==> config.mk <==
export PLATFORM = sky130hd
export DESIGN_NAME = fvcc_cordic
export DESIGN_NICKNAME = d
export VERILOG_FILES = /design/src/hw/rtl/fvcc_pkg.sv /design/src/hw/rtl/fvcc_cordic.sv
export SDC_FILE = /design/constraint.sdc
export NUM_CORES = 2
export LEC_CHECK = 0
export BUFFER_PORTS_ARGS = -buffer_cell sky130_fd_sc_hd__buf_2
export CAP_MARGIN = 30
export CORE_MARGIN = 2
export CORE_UTILIZATION = 55
export CTS_BUF_LIST = sky130_fd_sc_hd__clkbuf_8
export DETAILED_ROUTE_END_ITERATION = 7
export PLACE_DENSITY = 0.71
export SETUP_SLACK_MARGIN = 0.5
export SYNTH_ARGS = -nofsm -noshare
export SYNTH_HDL_FRONTEND = slang
export SYNTH_SLANG_ARGS = --single-unit
==> constraint.sdc <==
create_clock -name clk -period 12.8 [get_ports clk]
set_clock_uncertainty 0.1 [all_clocks]
set_input_delay 1.28 -clock clk [delete_from_list [all_inputs] [get_ports clk]]
set_output_delay 1.28 -clock clk [all_outputs]
set_load 0.01 [all_outputs]
==> src/hw/rtl/fvcc_pkg.sv <==
// Shared types, constants and wheel tables for the flow vector colour coder.
package fvcc_pkg;

  localparam int WHEEL_ENTRIES = 55;
  localparam int PHASE_BITS    = 20;
  localparam int CORDIC_STEPS  = 18;
  localparam int SQRT_STEPS    = 32;
  localparam int DIV_STEPS     = 15;

  // register stages of each unit
  localparam int CORDIC_LAT  = CORDIC_STEPS + 1;
  localparam int WHEEL_LAT   = 4;
  localparam int MAG_LAT     = 2 + SQRT_STEPS + 1 + DIV_STEPS;
  localparam int COLOR_DELAY = MAG_LAT - CORDIC_LAT - WHEEL_LAT;

  localparam logic [15:0] ONE_Q15      = 16'd32768;
  localparam logic [22:0] MAX_FLOW_RST = 23'd2560;

  typedef struct packed {
    logic signed [23:0] flow_u;
    logic signed [23:0] flow_v;
  } in_item_t;

  typedef struct packed {
    logic [15:0] blue;
    logic [15:0] green;
    logic [15:0] red;
  } out_item_t;

  typedef struct packed {
    logic [15:0] r;
    logic [15:0] g;
    logic [15:0] b;
  } rgb_t;

  // atan(2^-i) in units of 2^-20 turn
  localparam logic signed [21:0] ATAN_TURNS [CORDIC_STEPS] = '{
    22'sd131072, 22'sd77376, 22'sd40884, 22'sd20753, 22'sd10417, 22'sd5213,
    22'sd2607, 22'sd1304, 22'sd652, 22'sd326, 22'sd163, 22'sd81,
    22'sd41, 22'sd20, 22'sd10, 22'sd5, 22'sd3, 22'sd1
  };

  // k/n in Q1.15, rounded half up, for each segment length
  localparam logic [15:0] F15 [15] = '{
    16'd0, 16'd2185, 16'd4369, 16'd6554, 16'd8738, 16'd10923, 16'd13107,
    16'd15292, 16'd17476, 16'd19661, 16'd21845, 16'd24030, 16'd26214,
    16'd28399, 16'd30583
  };
  localparam logic [15:0] F6 [6] = '{
    16'd0, 16'd5461, 16'd10923, 16'd16384, 16'd21845, 16'd27307
  };
  localparam logic [15:0] F4 [4] = '{16'd0, 16'd8192, 16'd16384, 16'd24576};
  localparam logic [15:0] F11 [11] = '{
    16'd0, 16'd2979, 16'd5958, 16'd8937, 16'd11916, 16'd14895, 16'd17873,
    16'd20852, 16'd23831, 16'd26810, 16'd29789
  };
  localparam logic [15:0] F13 [13] = '{
    16'd0, 16'd2521, 16'd5041, 16'd7562, 16'd10082, 16'd12603, 16'd15124,
    16'd17644, 16'd20165, 16'd22686, 16'd25206, 16'd27727, 16'd30247
  };

  function automatic rgb_t wheel_rgb(input logic [5:0] idx);
    rgb_t c;
    c = '0;
    if (idx < 6'd15) begin
      c.r = ONE_Q15;
      c.g = F15[idx[3:0]];
    end else if (idx < 6'd21) begin
      c.r = ONE_Q15 - F6[3'(idx - 6'd15)];
      c.g = ONE_Q15;
    end else if (idx < 6'd25) begin
      c.g = ONE_Q15;
      c.b = F4[2'(idx - 6'd21)];
    end else if (idx < 6'd36) begin
      c.g = ONE_Q15 - F11[4'(idx - 6'd25)];
      c.b = ONE_Q15;
    end else if (idx < 6'd49) begin
      c.r = F13[4'(idx - 6'd36)];
      c.b = ONE_Q15;
    end else begin
      c.r = ONE_Q15;
      c.b = ONE_Q15 - F6[3'(idx - 6'd49)];
    end
    return c;
  endfunction

endpackage

==> src/hw/rtl/fvcc_cordic.sv <==
// Pipelined CORDIC vectoring unit: flow vector to phase in turns.
module fvcc_cordic (
  input  logic               clk,
  input  logic               rst_n,
  input  logic               in_vld,
  input  logic signed [23:0] in_u,
  input  logic signed [23:0] in_v,
  output logic               out_vld,
  output logic [19:0]        out_phase
);

  localparam int N = fvcc_pkg::CORDIC_STEPS;

  logic signed [35:0] x_r [N+1];
  logic signed [35:0] y_r [N+1];
  logic signed [21:0] z_r [N+1];
  logic               zero_r [N+1];
  logic               vld_r [N+1];

  logic signed [35:0] u_ext, v_ext, x_nxt, y_nxt;
  logic signed [21:0] z_nxt;

  always_comb begin
    u_ext = 36'(in_u);
    v_ext = 36'(in_v);
    if (in_u < 0) begin
      // fold into the right half-plane and add half a turn
      x_nxt = (-u_ext) <<< 8;
      y_nxt = (-v_ext) <<< 8;
      z_nxt = 22'sd524288;
    end else begin
      x_nxt = u_ext <<< 8;
      y_nxt = v_ext <<< 8;
      z_nxt = '0;
    end
  end

  always_ff @(posedge clk) begin
    if (!rst_n) begin
      vld_r[0] <= 1'b0;
    end else begin
      vld_r[0] <= in_vld;
    end
  end

  always_ff @(posedge clk) begin
    x_r[0]    <= x_nxt;
    y_r[0]    <= y_nxt;
    z_r[0]    <= z_nxt;
    zero_r[0] <= (in_u == 24'sd0) && (in_v == 24'sd0);
  end

  for (genvar k = 0; k < N; k++) begin : g_step
    always_ff @(posedge clk) begin
      if (!rst_n) begin
        vld_r[k+1] <= 1'b0;
      end else begin
        vld_r[k+1] <= vld_r[k];
      end
    end

    always_ff @(posedge clk) begin
      zero_r[k+1] <= zero_r[k];
      if (y_r[k] > 0) begin
        x_r[k+1] <= x_r[k] + (y_r[k] >>> k);
        y_r[k+1] <= y_r[k] - (x_r[k] >>> k);
        z_r[k+1] <= z_r[k] + fvcc_pkg::ATAN_TURNS[k];
      end else begin
        x_r[k+1] <= x_r[k] - (y_r[k] >>> k);
        y_r[k+1] <= y_r[k] + (x_r[k] >>> k);
        z_r[k+1] <= z_r[k] - fvcc_pkg::ATAN_TURNS[k];
      end
    end
  end

  assign out_vld   = vld_r[N];
  assign out_phase = zero_r[N] ? '0 : z_r[N][19:0];

endmodule

After elaboration in Yosys (flattened, before gate mapping) --
Memory sizes are Yosys's and may differ from the RTL's. Cells that the tools add are included.
Word-level totals: memories 5, output and inout bits 21, bits of input ports 51, bits in registers 0, memory bits (writable) 1824
Cells by class: bitwise logic cells 73, magnitude comparators 19, $add $sub $neg 109, reductions and logical operators 3, multiplexer cells 133
Memories:
- x_r | words 19, bits a word 36, read ports 18, clocked after Yosys merged registers in 0, wr ports 19, RTL line fvcc_cordic.sv:14 | logic signed [35:0] x_r [N+1];
- y_r | words 19, bits a word 36, read ports 18, clocked after Yosys merged registers in 0, wr ports 19, RTL line fvcc_cordic.sv:15 | logic signed [35:0] y_r [N+1];
- z_r | words 19, bits a word 22, read ports 19, clocked after Yosys merged registers in 0, wr ports 19, RTL line fvcc_cordic.sv:16 | logic signed [21:0] z_r [N+1];
- vld_r | words 19, bits a word 1, read ports 19, clocked after Yosys merged registers in 0, wr ports 19, RTL line fvcc_cordic.sv:18 | logic vld_r [N+1];
- zero_r | words 19, bits a word 1, read ports 19, clocked after Yosys merged registers in 0, wr ports 19, RTL line fvcc_cordic.sv:17 | logic zero_r [N+1];
Operator list (number):
- $mux 36 | 38
- $gt 36x1->1 const B | 18
- $mux 22 | 18
- $mux 1 | 75
- $or 1x1->1 | 73
- $add 36x19->36 | 2
- $add 36x20->36 | 2
- $add 36x21->36 | 2
- $add 36x22->36 | 2
- $add 36x23->36 | 2
- $add 36x24->36 | 2
- $add 36x25->36 | 2
- $add 36x26->36 | 2
- $add 36x27->36 | 2
- $add 36x28->36 | 2
- $add 36x29->36 | 2
- $add 36x30->36 | 2
- $add 36x31->36 | 2
- $add 36x32->36 | 2
- $add 36x33->36 | 2
- $add 36x34->36 | 2
- $add 36x35->36 | 2
- $sub 36x19->36 | 2
- $sub 36x20->36 | 2
- 58 further kinds | 77

Longest topological paths before layout --
An unclocked memory read counts as a cell.
depth in word-level cells 5, gate-level depth with buffers 29, gate-level depth less buffers 26

Worst setup path after synthesis --
No wires, ideal clock.
kind register to register, from memory y_r[8][8], to memory x_r[9][35], clock period less this slack 6582 ps, data arrival time 6361 ps, path buffers 3, library setup time 121 ps, cell stages (with the launch flop) 28, setup slack 6218 ps, required time 12579 ps, cell sequence dfxtp_1 inv_1 ha_1 nand2_1 or3_1 or4_1 or3_1 or4_1 clkbuf_1 nor2_1 and3_1 nor2_1 clkbuf_1 clkbuf_1 mux2i_1 ha_1 nor2b_1 o21ai_0 a21boi_0 o21a_1 o21ai_0 a22oi_1 a221oi_1 o21ba_2 o221ai_1 or4_1 a31oi_1 xnor2_1
RTL lines (RTL line):
- start, declared | fvcc_cordic.sv:15
- end, declared | fvcc_cordic.sv:14

==> flow_summary.toml <==
[floorplanning]
die_x_microns = 456
dieArea_sq_mm = 0.208
start_util_pct = 55.5
io_pins = 72
num_rows = 165
core_sq_mm = 0.203
die_y_microns = 456

[global_routing]
antenna_found_initial = 13
grt.overflow.total = 0
track_usage_pct = 30.3
grt_pass1_wl_mm = 511
grt_max_degree = 63
grt_pass1_vias = 95400

[route]
vias = 98100
remaining_drc_errors = 0
totalWireLength_mm = 329
postRouteAntennaNets = 0
vias_per_cell = 5.97
drtIter0Drc = 7214
wl_per_cell_microns = 20.1
first_pass_iters = 6

[synth]
ys.flop_type = "dfxtp_1"
synth_warnings = 0
synth_top_area_share_pct = 27.1
synth_edf_count = 0
synth.most_common_cell = "dfxtp_1"
yosysSeqAreaShare_pct = 27.1
synth.distinct_cells = 91
synth_commonest_cells = "dfxtp_1 (1524), ha_1 (1433), xnor2_1 (1305), a21oi_1 (1156), nor2_1 (1083)"
yosysTopAreaCell = "dfxtp_1"
synthTopCellsByArea = "dfxtp_1 (27%), ha_1 (16%), xnor2_1 (10%), xor2_1 (5.4%), a21oi_1 (5.1%)"
synth-seq-cells = 1524
synth_area_sq_mm = 0.112
syn_avg_cell_area_sq_um = 8.43
async_reset_ff_share_pct = 0
synthCells = 13300

[sta]
layout_min_cycle_time_ns = 8.20
worst_pin_slew_ns = 1.09
hold_violations = 0
rsz0062_at_grt = "false"
slew_headroom_pct = 26.8
max_freq_mhz = 122
finalSetupTns_ns = 0
setup_violations = 0
drv_slew = 0
finalCritPeriodShare_pct = 64.1

[placement]
routabilityCongestion = 0.978
port_buffers = 70
place_hpwl_mm = 269

[setup_path]
path_class = "flop to flop"
start_kind = "flop"
critPathRequiredTime_ns = 13.61
crit_path_end_kind = "flop"
worstRegToRegCells = 23
arrival_ns = 9.02
crit_fanout = 47

[cts]
cts_sinks = 1524
cts_buffers = 286
cts_hold_buf = 0
ctsResizeCount = 0
postCtsSetupRepairBufs = 0
clock_latency_ns = 1.04
path_clk_slew_ns = 0.06
cts.path.max_buffers = 4
clockRootBuffer = "clkbuf_8"
cts_tree = "yes"
htree_num_levels = 5

[final_layout]
fin_nets = 15100
drive_above_1_share_pct = 5.07
area_growth_pct = 8.23

[hold_path]
holdCritPathClass = "flop to flop"
holdPathStages = 0

[run]
maxCapViolCount = 0

[run_status]
outcome = "finished clean"
critical path: stages, from the launching register on:
cell and delay [ns]:
dfxtp_1 0.36, nor4_1 0.56, nand2_1 0.13, or4_1 0.46, nor3_1 0.31, nor3b_1 0.73, nand3b_1 0.27, nor2_1 0.35
a31oi_2 0.13, buf_4 0.29, inv_2 0.69, nor2_1 0.11, xor2_1 0.18, ha_1 0.33, a21oi_1 0.23, nand2b_1 0.21
a211oi_1 0.11, a2111oi_0 0.65, o311ai_0 0.37, a31oi_1 0.41, o21ai_0 0.40, a211o_1 0.36, a21oi_1 0.17, xnor2_1 0.14
final cells by class:
type | instances | area [sq um]
clock inverter | 125 | 1030
multi-input combinational | 11000 | 79000
antenna | 12 | 30.0
fill | 18300 | 81000
inverter | 604 | 2270
tap | 2672 | 3340
clock buffer | 349 | 4800
sequential | 1524 | 30500
timing repair buffer | 118 | 728
metal layers:
metal / up-vias / GRT usage (%) / part of all wire (%)
li1: 48200 / - / -
met1: 46300 / 36.1 / 42
met2: 2728 / 53.5 / 48
met3: 769 / 4.02 / 5.2
met4: 4 / 14.5 / 5.0
met5: - / 0 / 0.0064
flip-flops by register name (all words and copies together) (netlist names):
register / count
zero_r: 19
y_r: 617
z_r: 306
x_r: 563
vld_r: 19
final timing paths:
path               from          to  slack, ns
min reg2reg  z_r[1][68]   z_r[2][2]       0.21
max reg2reg   y_r[5][8]  y_r[6][35]       4.60
max           y_r[5][8]  y_r[6][35]       4.60
min          z_r[1][68]   z_r[2][2]       0.21
placed cells by master (no fill, tap or decap), drive strengths merged, types with 208 or more instances in the layout:
master and instances:
a21o 603, a21oi 1158, clkbuf 349, dfxtp 1524
ha 1433, inv 652, nand2 776, nand2b 208
nand3 218, nor2 1083, nor3 343, o21ai 823
o21bai 208, xnor2 1305, xor2 690
cells by family after synthesis:
family	count (synthesis)	share of synthesized area [%]
fa+ha+maj	1475	16.7
mux	35	0.326
xor+xnor	1995	15.5
flops	1524	27.1
compound gates	3887	22.0
buf+inv	808	2.71
other cells	1	0.00333
simple gates	3610	15.6
per-stage QoR:
stage	hold WS (ns)	setup slack, ns	cells	cell area (sq um)	util, %
2_1_floorplan	0.210	6.22	13300	112000	-
3_3_place_gp	0.210	4.70	15900	116000	57.1
3_5_place_dp	0.212	4.73	15900	116000	57.1
4_1_cts	0.201	4.65	16400	122000	60.0
5_1_grt	0.225	3.99	16400	122000	60.0
6_report	0.207	4.60	16400	122000	60.0
Power is left out: the tool's default activity adds up to more than one toggle a clock period on the data nets, which glitch-free logic cannot reach.
